--- src/hw/rtl/eepf_pkg.sv ---
// ----------------------------------------------------------------------------
// eepf_pkg: shared types, constants and tables for the EEPROM page framer
// Part size tables, frame item layout and small helper functions.
// ----------------------------------------------------------------------------
package eepf_pkg;

    // memory address width, addresses wrap at 2^ADDR_WIDTH
    localparam int ADDR_WIDTH = 16;
    localparam logic [15:0] ADDR_MASK = 16'((17'd1 << ADDR_WIDTH) - 17'd1);
    localparam logic [16:0] ADDR_SPAN = 17'(17'd1 << ADDR_WIDTH);

    // most result items one input item can cause
    localparam int NOUT  = 5;
    localparam int CNT_W = $clog2(NOUT + 1);
    localparam int IDX_W = $clog2(NOUT);

    // largest valid part size index
    localparam logic [3:0] TYPE_MAX = 4'd9;
    // first part size index with two address bytes
    localparam logic [3:0] TYPE_TWO_BYTE = 4'd5;

    // configuration register indexes
    localparam logic REG_DEVICE_TYPE = 1'b0;
    localparam logic REG_BUS_ADDRESS = 1'b1;

    localparam logic [6:0] BUS_ADDRESS_RESET = 7'd80;

    typedef enum logic [2:0] {
        KIND_START_WRITE = 3'd0,
        KIND_START_READ  = 3'd1,
        KIND_PAYLOAD     = 3'd2,
        KIND_STOP_WAIT   = 3'd3,
        KIND_STOP        = 3'd4,
        KIND_STATUS      = 3'd5
    } frame_kind_t;

    typedef enum logic [1:0] {
        ST_OK    = 2'd0,
        ST_RANGE = 2'd1,
        ST_STRAY = 2'd2
    } status_t;

    typedef enum logic {
        OP_WRITE = 1'b0,
        OP_READ  = 1'b1
    } op_t;

    typedef struct packed {
        frame_kind_t kind;
        logic [7:0]  frame_byte;
        logic [15:0] read_count;
        status_t     status;
        logic        last;
    } frame_item_t;

    // all results of one input item
    typedef struct packed {
        frame_item_t [NOUT-1:0] items;
    } frame_list_t;

    typedef struct packed {
        logic [3:0] device_type;
        logic [6:0] bus_address;
    } eepf_cfg_t;

    // clamp unknown part size codes to the largest part
    function automatic logic [3:0] type_index(input logic [3:0] dt);
        return (dt > TYPE_MAX) ? TYPE_MAX : dt;
    endfunction

    // capacity in bytes, limited by the address width
    function automatic logic [16:0] capacity(input logic [3:0] t);
        logic [16:0] c;
        c = 17'(17'd128 << t);
        return (c > ADDR_SPAN) ? ADDR_SPAN : c;
    endfunction

    // page size minus one
    function automatic logic [6:0] page_mask(input logic [3:0] t);
        logic [6:0] m;
        unique case (t)
            4'd0, 4'd1:       m = 7'd7;
            4'd2, 4'd3, 4'd4: m = 7'd15;
            4'd5, 4'd6:       m = 7'd31;
            4'd7, 4'd8:       m = 7'd63;
            default:          m = 7'd127;
        endcase
        return m;
    endfunction

    // device address with upper memory address bits folded in on small parts
    function automatic logic [7:0] dev_sel(input logic [3:0] t, input logic [6:0] b,
                                           input logic [15:0] a);
        logic [7:0] d;
        unique case (t)
            4'd2:    d = {1'b0, b[6:1], a[8]};
            4'd3:    d = {1'b0, b[6:2], a[9:8]};
            4'd4:    d = {1'b0, b[6:3], a[10:8]};
            default: d = {1'b0, b};
        endcase
        return d;
    endfunction

    function automatic frame_item_t mk_item(input frame_kind_t k, input logic [7:0] fb,
                                            input logic [15:0] rc, input status_t st);
        frame_item_t it;
        it.kind       = k;
        it.frame_byte = fb;
        it.read_count = rc;
        it.status     = st;
        it.last       = 1'b0;
        return it;
    endfunction

endpackage

--- src/hw/rtl/i2c_eeprom_page_framer.sv ---
// ----------------------------------------------------------------------------
// i2c_eeprom_page_framer: serial EEPROM request to I2C transaction framer
// Top level with configuration registers, framer and output serialiser.
// ----------------------------------------------------------------------------
// Each accepted input item is framed into a list of one to five result items,
// which are then sent one item per cycle while m_tready is high. An item causes
// one or two results for a data byte inside a page, up to five at a page or
// request start and for a read request. The output serialiser sets the rate;
// the next input item is framed while the previous list is still draining, so
// there is no extra gap between lists. Write device_type and bus_address only
// while no request is in flight.
module i2c_eeprom_page_framer import eepf_pkg::*; (
    input  logic        aclk,
    input  logic        aresetn,
    // configuration
    input  logic        cfg_we,
    input  logic        cfg_index,
    input  logic [6:0]  cfg_wdata,
    // request items
    input  logic        s_tvalid,
    output logic        s_tready,
    input  logic [39:0] s_tdata,   // start_address, length, data_byte
    input  logic [1:0]  s_tuser,   // operation, first
    // transaction items
    output logic        m_tvalid,
    input  logic        m_tready,
    output logic [31:0] m_tdata,   // frame_byte, read_count, status, zero pad
    output logic [2:0]  m_tuser,   // frame_kind
    output logic        m_tlast
);

    eepf_cfg_t   cfg_reg;
    logic        list_valid;
    logic        list_ready;
    frame_list_t list;

    // configuration registers
    always_ff @(posedge aclk) begin
        if (!aresetn) begin
            cfg_reg.device_type <= 4'd0;
            cfg_reg.bus_address <= BUS_ADDRESS_RESET;
        end else if (cfg_we) begin
            unique case (cfg_index)
                REG_DEVICE_TYPE: cfg_reg.device_type <= cfg_wdata[3:0];
                REG_BUS_ADDRESS: cfg_reg.bus_address <= cfg_wdata;
                default: ;
            endcase
        end
    end

    eepf_framer u_framer (
        .aclk       (aclk),
        .aresetn    (aresetn),
        .cfg        (cfg_reg),
        .s_tvalid   (s_tvalid),
        .s_tready   (s_tready),
        .s_tdata    (s_tdata),
        .s_tuser    (s_tuser),
        .list_valid (list_valid),
        .list_ready (list_ready),
        .list       (list)
    );

    eepf_emitter u_emitter (
        .aclk       (aclk),
        .aresetn    (aresetn),
        .list_valid (list_valid),
        .list_ready (list_ready),
        .list       (list),
        .m_tvalid   (m_tvalid),
        .m_tready   (m_tready),
        .m_tdata    (m_tdata),
        .m_tuser    (m_tuser),
        .m_tlast    (m_tlast)
    );

endmodule

--- src/hw/rtl/eepf_framer.sv ---
// ----------------------------------------------------------------------------
// eepf_framer: input register, request state and frame list builder
// Builds the full list of result items for the registered input item in one
// pass and hands it to the emitter, updating the request state as it goes.
// ----------------------------------------------------------------------------
module eepf_framer import eepf_pkg::*; (
    input  logic        aclk,
    input  logic        aresetn,
    input  eepf_cfg_t   cfg,
    input  logic        s_tvalid,
    output logic        s_tready,
    input  logic [39:0] s_tdata,
    input  logic [1:0]  s_tuser,
    output logic        list_valid,
    input  logic        list_ready,
    output frame_list_t list
);

    // input register
    logic        in_valid_reg, in_valid_next;
    op_t         op_reg;
    logic        first_reg;
    logic [15:0] sa_reg;
    logic [15:0] len_reg;
    logic [7:0]  db_reg;

    // request state
    logic        in_request_reg, in_request_next;
    logic        rejecting_reg, rejecting_next;
    logic [15:0] cur_addr_reg, cur_addr_next;
    logic [15:0] remaining_reg, remaining_next;

    logic        fire;
    logic [3:0]  t;
    logic [6:0]  pm;
    logic        two_byte;
    logic [15:0] sa_m;
    logic        over_range;

    logic        wr_go, wr_open;
    logic [15:0] wr_addr, wr_rem, wr_addr_inc, wr_rem_dec;
    frame_list_t list_c;
    logic [CNT_W-1:0] n;

    assign fire       = in_valid_reg && list_ready;
    assign s_tready   = !in_valid_reg || list_ready;
    assign list_valid = in_valid_reg;
    assign list       = list_c;

    assign t          = type_index(cfg.device_type);
    assign pm         = page_mask(t);
    assign two_byte   = (t >= TYPE_TWO_BYTE);
    assign sa_m       = sa_reg & ADDR_MASK;
    assign over_range = ({1'b0, sa_m} + {1'b0, len_reg}) > capacity(t);

    // write path: one data byte with page framing around it
    assign wr_addr     = (first_reg) ? sa_m : cur_addr_reg;
    assign wr_rem      = (first_reg) ? len_reg : remaining_reg;
    assign wr_open     = first_reg || ((wr_addr[6:0] & pm) == 7'd0);
    assign wr_addr_inc = (wr_addr + 16'd1) & ADDR_MASK;
    assign wr_rem_dec  = wr_rem - 16'd1;

    // build the item list and next state
    always_comb begin
        list_c          = '0;
        n               = '0;
        wr_go           = 1'b0;
        in_request_next = in_request_reg;
        rejecting_next  = rejecting_reg;
        cur_addr_next   = cur_addr_reg;
        remaining_next  = remaining_reg;

        if (op_reg == OP_READ || first_reg) begin
            in_request_next = 1'b0;
            rejecting_next  = 1'b0;
            remaining_next  = '0;
        end

        priority if (op_reg == OP_READ) begin
            if (len_reg == 16'd0) begin
                list_c.items[n] = mk_item(KIND_STATUS, 8'd0, 16'd0, ST_OK);
                n = n + 1'b1;
            end else if (over_range) begin
                list_c.items[n] = mk_item(KIND_STATUS, 8'd0, 16'd0, ST_RANGE);
                n = n + 1'b1;
            end else begin
                list_c.items[n] = mk_item(KIND_START_WRITE, dev_sel(t, cfg.bus_address, sa_m),
                                          16'd0, ST_OK);
                n = n + 1'b1;
                if (two_byte) begin
                    list_c.items[n] = mk_item(KIND_PAYLOAD, sa_m[15:8], 16'd0, ST_OK);
                    n = n + 1'b1;
                end
                list_c.items[n] = mk_item(KIND_PAYLOAD, sa_m[7:0], 16'd0, ST_OK);
                n = n + 1'b1;
                list_c.items[n] = mk_item(KIND_START_READ, dev_sel(t, cfg.bus_address, sa_m),
                                          len_reg, ST_OK);
                n = n + 1'b1;
                list_c.items[n] = mk_item(KIND_STOP, 8'd0, 16'd0, ST_OK);
                n = n + 1'b1;
            end
        end else if (first_reg) begin
            if (len_reg == 16'd0) begin
                list_c.items[n] = mk_item(KIND_STATUS, 8'd0, 16'd0, ST_OK);
                n = n + 1'b1;
            end else if (over_range) begin
                remaining_next  = len_reg - 16'd1;
                rejecting_next  = (len_reg != 16'd1);
                list_c.items[n] = mk_item(KIND_STATUS, 8'd0, 16'd0, ST_RANGE);
                n = n + 1'b1;
            end else begin
                wr_go = 1'b1;
            end
        end else if (in_request_reg) begin
            wr_go = 1'b1;
        end else if (rejecting_reg) begin
            remaining_next  = remaining_reg - 16'd1;
            rejecting_next  = (remaining_reg != 16'd1);
            list_c.items[n] = mk_item(KIND_STATUS, 8'd0, 16'd0, ST_RANGE);
            n = n + 1'b1;
        end else begin
            list_c.items[n] = mk_item(KIND_STATUS, 8'd0, 16'd0, ST_STRAY);
            n = n + 1'b1;
        end

        // data byte, with address phase at a request or page start and stop-wait at its end
        if (wr_go) begin
            if (wr_open) begin
                list_c.items[n] = mk_item(KIND_START_WRITE,
                                          dev_sel(t, cfg.bus_address, wr_addr), 16'd0, ST_OK);
                n = n + 1'b1;
                if (two_byte) begin
                    list_c.items[n] = mk_item(KIND_PAYLOAD, wr_addr[15:8], 16'd0, ST_OK);
                    n = n + 1'b1;
                end
                list_c.items[n] = mk_item(KIND_PAYLOAD, wr_addr[7:0], 16'd0, ST_OK);
                n = n + 1'b1;
            end
            list_c.items[n] = mk_item(KIND_PAYLOAD, db_reg, 16'd0, ST_OK);
            n = n + 1'b1;
            if (wr_rem_dec == 16'd0 || (wr_addr_inc[6:0] & pm) == 7'd0) begin
                list_c.items[n] = mk_item(KIND_STOP_WAIT, 8'd0, 16'd0, ST_OK);
                n = n + 1'b1;
            end
            cur_addr_next   = wr_addr_inc;
            remaining_next  = wr_rem_dec;
            in_request_next = (wr_rem_dec != 16'd0);
        end

        // mark the final item of the list
        for (int i = 0; i < NOUT; i++) begin
            if (CNT_W'(i + 1) == n) begin
                list_c.items[i].last = 1'b1;
            end
        end
    end

    assign in_valid_next = s_tready ? s_tvalid : in_valid_reg;

    // control registers
    always_ff @(posedge aclk) begin
        if (!aresetn) begin
            in_valid_reg   <= 1'b0;
            in_request_reg <= 1'b0;
            rejecting_reg  <= 1'b0;
            cur_addr_reg   <= '0;
            remaining_reg  <= '0;
        end else begin
            in_valid_reg <= in_valid_next;
            if (fire) begin
                in_request_reg <= in_request_next;
                rejecting_reg  <= rejecting_next;
                cur_addr_reg   <= cur_addr_next;
                remaining_reg  <= remaining_next;
            end
        end
    end

    // input payload register
    always_ff @(posedge aclk) begin
        if (s_tvalid && s_tready) begin
            op_reg    <= op_t'(s_tuser[0]);
            first_reg <= s_tuser[1];
            sa_reg    <= s_tdata[15:0];
            len_reg   <= s_tdata[31:16];
            db_reg    <= s_tdata[39:32];
        end
    end

endmodule

--- src/hw/rtl/eepf_emitter.sv ---
// ----------------------------------------------------------------------------
// eepf_emitter: result register and serialiser
// Holds one result list and presents one item per cycle while m_tready is high.
// ----------------------------------------------------------------------------
module eepf_emitter import eepf_pkg::*; (
    input  logic        aclk,
    input  logic        aresetn,
    input  logic        list_valid,
    output logic        list_ready,
    input  frame_list_t list,
    output logic        m_tvalid,
    input  logic        m_tready,
    output logic [31:0] m_tdata,
    output logic [2:0]  m_tuser,
    output logic        m_tlast
);

    frame_item_t [NOUT-1:0] items_reg;
    logic                   valid_reg, valid_next;
    logic [IDX_W-1:0]       idx_reg, idx_next;
    frame_item_t            cur;
    logic                   load;

    assign cur        = items_reg[idx_reg];
    assign list_ready = !valid_reg || (m_tready && cur.last);
    assign load       = list_valid && list_ready;

    assign m_tvalid = valid_reg;
    assign m_tuser  = cur.kind;
    assign m_tlast  = cur.last;
    assign m_tdata  = {6'd0, cur.status, cur.read_count, cur.frame_byte};

    // step through the held list
    always_comb begin
        valid_next = valid_reg;
        idx_next   = idx_reg;
        if (load) begin
            valid_next = 1'b1;
            idx_next   = '0;
        end else if (valid_reg && m_tready) begin
            if (cur.last) begin
                valid_next = 1'b0;
            end else begin
                idx_next = idx_reg + 1'b1;
            end
        end
    end

    always_ff @(posedge aclk) begin
        if (!aresetn) begin
            valid_reg <= 1'b0;
            idx_reg   <= '0;
        end else begin
            valid_reg <= valid_next;
            idx_reg   <= idx_next;
        end
    end

    // result register
    always_ff @(posedge aclk) begin
        if (load) begin
            items_reg <= list.items;
        end
    end

endmodule
--- config.mk ---
export PLATFORM = sky130hd
export DESIGN_NAME = i2c_eeprom_page_framer
export DESIGN_NICKNAME = d
export VERILOG_FILES = /design/src/hw/rtl/eepf_pkg.sv /design/src/hw/rtl/i2c_eeprom_page_framer.sv /design/src/hw/rtl/eepf_framer.sv /design/src/hw/rtl/eepf_emitter.sv
export SDC_FILE = /design/constraint.sdc
export NUM_CORES = 1
export LEC_CHECK = 0
export BUFFER_PORTS_ARGS = -buffer_cell sky130_fd_sc_hd__buf_2
export CAP_MARGIN = 20
export CORE_ASPECT_RATIO = 1.25
export CORE_MARGIN = 10
export CORE_UTILIZATION = 50
export CTS_BUF_LIST = sky130_fd_sc_hd__clkbuf_8
export DETAILED_ROUTE_END_ITERATION = 8
export PLACE_DENSITY = 0.68
export SYNTH_ARGS = -nofsm -noshare
export SYNTH_HDL_FRONTEND = slang
export SYNTH_SLANG_ARGS = --single-unit
--- constraint.sdc ---
create_clock -name aclk -period 14 [get_ports aclk]
set_input_delay 1.4 -clock aclk [delete_from_list [all_inputs] [get_ports aclk]]
set_output_delay 1.4 -clock aclk [all_outputs]
set_load 0.005 [all_outputs]
======== Word-level counts from Yosys, hierarchy flattened ========
Memories as Yosys holds them, arrays and structs flattened.
Cells that the tools add are included.
operators by class
  $add $sub $neg .......................... 14
  magnitude comparators ................... 21
  eq/ne operators ......................... 10
  shifts and indexed selects .............. 1
  multiplexer cells ....................... 100
  bitwise operators ....................... 11
  reduce and logical (&&, ||, !) cells .... 34
operators by type and width
  kind                     count
  $mux W150                7
  $bwmux W150              6
  $demux W30 S3            8
  $mux W30                 19
  $mux W120                3
  $mux W16                 10
  $and A145 B145 Y145      1
  $not A145 Y145           1
  $and A140 B140 Y140      1
  $not A140 Y140           1
  $bmux W30 S3             1
  $mux W3                  16
  $sub A16 B1 Y16 const B  3
  $mux W8                  5
  $lt A3 B4 Y1 const B     9
  $logic_not A16 Y1        2
  $ne A16 B1 Y1 const B    2
  $mux W29                 1
  $add A3 B1 Y3 const B    9
  $ge A3 B1 Y1 const B     8
  $mux W1                  19
  $pmux W3 S3              2
  $add A16 B16 Y17         1
  $gt A17 B17 Y1           1
  other kinds (25)         55
storage, ports and cells
  flip-flop bits (word level) ............. 242
  memory bits (read-only) ................. 64
  input port bits ......................... 55
  logic and storage cells ................. 231
  memories kept ........................... 1
memories
  name             words  width  read ports  clocked after Yosys merged registers in  wr ports  RTL line        RTL
  (no name shown)  16     4      1           0                                        0         eepf_pkg.sv:81  unique case (t)

======== Longest topological paths before layout ========
Gate-level depths: netlist (run 1).
  depth in word-level cells ............... 32
  depth in mapped cells ................... 36
  gate-level depth less buffers ........... 33

======== Hierarchy ========
A second synthesis (run 1) with hierarchy kept.
unflattened totals
  cells, all modules ...................... 1452
  area, all modules ....................... 14943.1 sq um
by module, submodules not included
  module                  instances  cells an instance  area each (sq um)  seq. area each (sq um)
  eepf_framer             1          1137               8620.8             1961.9
  eepf_emitter            1          269                5876.9             4584.4
  i2c_eeprom_page_framer  1          46                 445.4              220.2

======== Worst setup path before layout (run 1) ========
Ideal clock, no wire load.
  kind .................................... flip-flop to flip-flop
  start point ............................. register u_framer.len_reg[0]
  end point ............................... register u_emitter.items_reg[22] (netlist bit), data pin
  arrival ................................. 7.659 ns
  setup slack ............................. 6.081 ns
  stages on the path, launching flop included .. 35
  clock period less this slack ............ 7.919 ns
  cell sequence ........................... edfxtp_1 > ha_1 > inv_1 > fa_1 > nand2b_1 > a21oi_1 > o311a_1 > o21ai_0 > a21boi_0 > o21ai_0 > a21oi_1 > a31oi_1 > xnor2_1 > ha_1 > and4_1 > nor4b_1 > nand4_1 > o22a_1 > o31ai_1 > clkbuf_1 > clkbuf_1 > nor2_1 > ha_1 > clkbuf_1 > mux2i_1 > a41oi_2 > ha_1 > inv_1 > a211o_1 > o211a_1 > nor3_1 > or2_2 > clkbuf_1 > a41o_1 > a21oi_1
RTL lines
  item                    RTL line            RTL
  from (decl)             eepf_framer.sv:24   logic [15:0] len_reg;
  from (signal assigned)  eepf_framer.sv:185  len_reg <= s_tdata[31:16];
  to (signal assigned)    eepf_emitter.sv:62  items_reg <= list.items;
  to (decl)               eepf_emitter.sv:18  frame_item_t [NOUT-1:0] items_reg;

==> results of run 1 <==
==> power by group <==
group / switching (mW) / internal (mW)
Clock: 0.209 / 0.150
Sequential: 0.0363 / 0.618
Combinational: 0.254 / 0.136
Total: 0.499 / 0.903
==> synthesized netlist by cell type (all sizes together), types with 10 or more instances <==
| cell type | number |
|---|---|
| nand4 | 12 |
| nand3 | 29 |
| and3 | 34 |
| mux2 | 18 |
| nor2b | 18 |
| edfxtp | 134 |
| mux2i | 81 |
| clkbuf | 76 |
| nor2 | 139 |
| nor3 | 24 |
| a221oi | 19 |
| nor4 | 15 |
| o22ai | 35 |
| nand2b | 12 |
| a21boi | 25 |
| xnor2 | 42 |
| o21ai | 71 |
| o32ai | 17 |
| xor2 | 11 |
| buf | 23 |
| a31oi | 17 |
| nand2 | 105 |
| dfxtp | 50 |
| and2 | 10 |
| ha | 39 |
| a21oi | 83 |
| a22oi | 37 |
| inv | 29 |
==> layer usage <==
layer / up-vias / routed length (um) / track usage, %
li1: 5067 / - / -
met1: 5170 / 15500 / 30.2
met2: 608 / 18200 / 38.1
met3: 139 / 2910 / 3.56
met4: 0 / 1960 / 13.7
met5: - / 0 / 0
==> critical path: cells and delay by family (launching register included) <==
family / cells / cell delay [ns]
xor gates and xnor gates: 1 / 0.16
AOI/OAI and AO/OA: 13 / 3.19
buffers and inverters: 3 / 0.36
muxes: 1 / 0.13
and+or+nand+nor: 9 / 2.28
adders and majority gates: 5 / 1.63
DFF: 1 / 0.47
==> area by class of cell <==
cell class	instances	area, um^2	share of cell area (%)
sequential	184	5030	37.6
inverter	31	119	0.890
tap	330	413	3.09
clock buffer	18	248	1.86
timing repair buffer	101	551	4.12
multi-input combinational	1022	6850	51.3
clock inverter	14	144	1.08
==> path summary, 6_finish.rpt <==
kind                                                             start                                endpoint  slack (ns)  depth (start not counted)
worst max-delay path                     u_framer.len_reg[0]$_DFFE_PP_       u_emitter.items_reg[80]$_DFFE_PP_        5.48                         32
worst min-delay path            u_framer.cur_addr_reg[14]$_SDFFE_PN0P_  u_framer.cur_addr_reg[14]$_SDFFE_PN0P_        0.47                          2
worst max register to register           u_framer.len_reg[0]$_DFFE_PP_       u_emitter.items_reg[80]$_DFFE_PP_        5.48                         32
worst min register to register  u_framer.cur_addr_reg[14]$_SDFFE_PN0P_  u_framer.cur_addr_reg[14]$_SDFFE_PN0P_        0.47                          2
==> logic make-up (layout without fill, tap and decap cells) <==
group	Yosys count	after routing	synth area share [%]
and+or+nand+nor	442	442	17.7
xor gates and xnor gates	53	53	3.75
buffers and inverters	130	164	4.32
DFF	184	184	40.6
other	1	6	0.0303
muxes	99	99	8.20
adders and majority gates	40	40	4.11
AOI/OAI and AO/OA	382	382	21.3
==> stage by stage <==
step / instance area (um^2) / hold slack [ns]
CTS: 13300 / 0.478
global placement: 12900 / 0.454
floorplan: 12400 / 0.438
global route: 13400 / 0.503
detailed placement: 12900 / 0.463
finish: 13400 / 0.473
==> summary.txt, run 1 <==
Status
  • Status: complete, no violations

Layout
  • Area Growth Syn to Fin: 7.98%
  • Max FFs per register: 92
  • Most frequent cells in the layout: nor2_1, edfxtp_1, nand2_1, buf_2
  • Util after Layout: 54.7%
  • Filler Cell Count: 2,212
  • Most common cell after layout, fill and taps aside: nor2_1
  • Nets: 1,452
  • Share of cells above drive strength 1: 13.8%
  • Fin cells: 1,700
  • N_diodes: 0

Flow run
  • Maxcap violations: 0

Routing
  • Drc violations: 0
  • Routed WL per cell: 22.7 um
  • Drt first pass iters: 6
  • Vias: 11,000
  • Final ANT Viol Nets: 0
  • Drt via density: 6.46
  • Starting DRT DRC Count: 1,298
  • Final wirelength: 38.6 mm

GRT
  • Initial antenna violation count: 0
  • Total grt overflow: 0
  • First-pass GRT wire length: 59.9 mm
  • Largest net degree at the start of global routing: 66
  • Number of global-route vias before repair: 10,600
  • GRT Util Overall: 23.9%

Power and ir drop
  • Peak supply drop: 65.8 uV
  • PwrDens: 105 nW/um^2
  • Post-layout power: 1.40 mW
  • Leak Pwr: 4.89 nW

Synth
  • Synth area leader: edfxtp_1
  • Async set-reset flop share out of synthesis: 0%
  • Area contributors post-synth: edfxtp_1, dfxtp_1, mux2i_1
  • Yosys warning total: 0
  • #FFs+latches synth: 184
  • Count of cell types in the netlist: 87
  • Mapped Area: 12,400 um^2
  • Top cell type's share of synthesized area: 32.5%
  • Register area share after synthesis: 40.6%
  • Syn avg cell area: 9.29 um^2
  • Post-synth EDFFs: 134
  • Synth Flop Type: edfxtp_1
  • Cells after Synth: 1,331

Timing
  • Setup tns final: 0 ns
  • Rel. slew slack: 24.5%
  • Fin. max-slew vios: 0
  • Final cycle utilization of the critical path: 60.8%
  • FMAX: 0.117 GHz
  • Clock skew: 0.0164 ns
  • Slew at the pin closest to its max-slew limit: 1.12 ns
  • Fin crit period: 8.52 ns
  • Final setup fails: 0
  • RSZ-0062 raised after global routing: no
  • Worst setup margin: 5.48 ns
  • Final hold vios: 0

Placement
  • I/O Buffers: 86
  • Pre-CTS setup slack: 5.64 ns
  • GP Congestion: 1.02
  • Cell count after placement: 1,666
  • DPL Wire Length: 28.3 mm

Die
  • Die footprint: 31,500 um^2
  • CORE AREA: 24,400 um^2
  • Die extent in x: 161 um
  • Initial core utilization: 50.6%
  • Number of top-level pins: 93
  • Die height: 196 um
  • Rows: 64

CTS
  • Root buf cell: clkbuf_8
  • Num CTS Buffers: 17
  • CTS Hold Buffers Added: 0
  • CTS tree: built
  • Clock-pin slew of the registers on the worst-case setup and hold paths: 0.11 ns
  • H-tree Lvls: 4
  • Postcts setup bufs: 0
  • Clock Sinks: 184
  • Longest Clk Path Bufs: 2
  • # resized after CTS: 0
  • Clk_lat worst skew: 0.50 ns

Worst setup path
  • Crit path max fanout: 13
  • Data arrival time of the critical path: 8.74 ns
  • Crit path kind: flop to flop
  • Startpoint types: flop
  • Crit-path max cell delay: 0.62 ns
  • Required @ worst endpoint: 14.23 ns
  • Critical Path End Type: flop
  • Highest-delay cell along the critical path: a41oi_2
  • Crit path top cell by count: ha_1

Hold path
  • Worst hold path class: flop to flop
Note: power is estimated with default switching activity, not from simulation.
==> inputs of run 2 (changes only) <==
Settings changed: ABC_AREA from default to 1, PLACE_DENSITY 0.68 to 0.71.
Clock period 14 ns to 6.95 ns, I/O delays scaled along.
==> run 2 against run 1 <==
Compared with the run above: non-clock buffer count grew 1; die area is 1.6% higher; clock-buffer cell count fell by 1; highest routed layer unchanged.
==> summary.txt, run 2 <==
GRT
  • Initial antenna violation count: 0
  • Number of global-route vias before repair: 11,800
  • Total grt overflow: 0
  • First-pass GRT wire length: 64.4 mm
  • GRT Util Overall: 25.4%
  • Largest net degree at the start of global routing: 64

Die
  • Die footprint: 32,000 um^2
  • Initial core utilization: 51.1%
  • Die height: 197 um
  • Die extent in x: 162 um
  • Rows: 64
  • CORE AREA: 24,700 um^2
  • Number of top-level pins: 93

Synth
  • Mapped Area: 12,600 um^2
  • Cells after Synth: 1,707
  • Commonest cells in the netlist: nand2_1, nor2_1, inv_1
  • Top cell type's share of synthesized area: 31.9%
  • Synth Flop Type: edfxtp_1
  • Count of cell types in the netlist: 57
  • Area contributors post-synth: edfxtp_1, nand2_1, dfxtp_1
  • Yosys warning total: 0
  • Async set-reset flop share out of synthesis: 0%
  • #FFs+latches synth: 184
  • Syn avg cell area: 7.38 um^2
  • Register area share after synthesis: 39.9%
  • Post-synth EDFFs: 134
  • Cell with the most instances after synthesis: nand2_1
  • Synth area leader: edfxtp_1

Timing
  • RSZ-0062 raised after global routing: no
  • Clock skew: 0.0206 ns
  • Fin crit period: 6.30 ns
  • Final setup fails: 0
  • Slew at the pin closest to its max-slew limit: 0.894 ns
  • Final cycle utilization of the critical path: 90.6%
  • FMAX: 0.159 GHz
  • Rel. slew slack: 40.2%
  • Fin. max-slew vios: 0
  • Final hold vios: 0
  • Setup tns final: 0 ns
  • Hold WS: 0.366 ns

Routing
  • Drt via density: 5.73
  • Final ANT Viol Nets: 0
  • Vias: 12,100
  • Starting DRT DRC Count: 1,167
  • Final wirelength: 41.0 mm
  • Drc violations: 0
  • Drt first pass iters: 8
  • Routed WL per cell: 19.4 um

Worst setup path
  • Buffers and inverters on the worst path: 8
  • Crit-path max cell delay: 0.42 ns
  • Crit path kind: flop to flop
  • Critical Path End Type: flop
  • Startpoint types: flop
  • Crit path max fanout: 14
  • Required @ worst endpoint: 7.20 ns
  • Data arrival time of the critical path: 6.54 ns
  • Highest-delay cell along the critical path: edfxtp_1
  • Cell family with most CP delay: simple AND/OR/NAND/NOR gates
  • Crit path top cell by count: nand2_1

Layout
  • Area Growth Syn to Fin: 8.04%
  • Nets: 1,864
  • Fin cells: 2,112
  • Max FFs per register: 92
  • Most common cell after layout, fill and taps aside: nand2_1
  • Multi-input logic area: 6530 um^2
  • N_diodes: 0
  • Filler Cell Count: 2,452
  • Reg area: 5020 um^2
  • Design area: 13,600 um^2
  • Share of cells above drive strength 1: 13.0%
  • Most frequent cells in the layout: nand2_1, nor2_1, inv_1, edfxtp_1, nand3_1

CTS
  • CTS tree: built
  • Num CTS Buffers: 17
  • Clk_lat worst skew: 0.50 ns
  • Root buf cell: clkbuf_8
  • Longest Clk Path Bufs: 2
  • Postcts setup bufs: 0
  • H-tree Lvls: 4
  • # resized after CTS: 0
  • CTS Hold Buffers Added: 0
  • Clock-pin slew of the registers on the worst-case setup and hold paths: 0.10 ns
  • Clock Sinks: 184

Hold path
  • Worst hold path class: input port to flop

Power and ir drop
  • Peak supply drop: 135 uV
  • Leak Pwr: 5.96 nW
  • PwrDens: 215 nW/um^2

Placement
  • Cell count after placement: 2,080
  • I/O Buffers: 86
  • DPL Wire Length: 31.4 mm
  • GP Congestion: 0.977
  • Placed inst area: 13,200 um^2

Flow run
  • Maxcap violations: 0

Status
  • Status: complete, no violations
run 2: changes by cell type after synthesis, sizes merged, moves of 46 or more:
cell / change
nor2: +105
clkbuf: -46
nand2: +337
nand3: +79
inv: +161
mux2i: -81
run 2: final timing paths:
kind / endpoint / from / cells after the start / slack [ns]
setup / recovery: u_emitter.items_reg[50]$_DFFE_PP_ / u_framer.sa_m[0]$_DFFE_PP_ / 45 / 0.65
hold / removal: u_framer.len_reg[5]$_DFFE_PP_ / s_tdata[21] / 1 / 0.37
setup reg to reg: u_emitter.items_reg[50]$_DFFE_PP_ / u_framer.sa_m[0]$_DFFE_PP_ / 45 / 0.65
hold reg to reg: u_framer.cur_addr_reg[11]$_SDFFE_PN0P_ / u_framer.cur_addr_reg[11]$_SDFFE_PN0P_ / 2 / 0.49
run 2: stage by stage:
step / util (%) / setup slack, ns / power [mW]
floorplan: - / 1.63 / 1.97
global placement: 53.7 / 0.944 / 2.21
detailed placement: 53.7 / 0.746 / 2.22
CTS: 55.2 / 0.735 / 2.91
global route: 55.2 / 0.0248 / 3.08
finish: 55.2 / 0.655 / 2.92
run 2: layout make-up:
class	count	area share (%)
multi-input combinational	1272	48.0
sequential	184	36.9
inverter	192	5.33
timing repair buffer	102	4.05
tap	330	3.03
clock buffer	17	1.72
clock inverter	15	0.966
run 2: report_power, final:
| group | leakage [nW] | internal [mW] | switching (mW) |
|---|---|---|---|
| registers | 1.66 | 1.27 | 0.0558 |
| clock network | 0.173 | 0.283 | 0.423 |
| logic | 4.13 | 0.268 | 0.625 |
run 2: logic make-up (layout without fill, tap and decap cells):
logic type / Yosys count / after routing / share of synthesized area (%)
and+or+nand+nor: 884 / 884 / 30.4
DFF: 184 / 184 / 39.9
xor gates and xnor gates: 44 / 44 / 3.06
buffers and inverters: 256 / 326 / 8.48
AOI/OAI and AO/OA: 298 / 298 / 14.1
adders and majority gates: 40 / 40 / 4.03
other: 1 / 6 / 0.0298
run 2: routing by layer:
metal / wire length, um / global-route usage (%)
met5: 0 / 0
met4: 1650 / 11.4
met3: 3160 / 4.09
met2: 19500 / 42.1
met1: 16700 / 32.0
run 2: worst reg2reg max path: cells and delay by family, from the launching register on:
kind	cells	cell delay (ns)
fa+ha+maj	5	1.42
buf+inv	8	0.57
flops	1	0.42
compound gates	5	0.81
simple gates	27	2.83
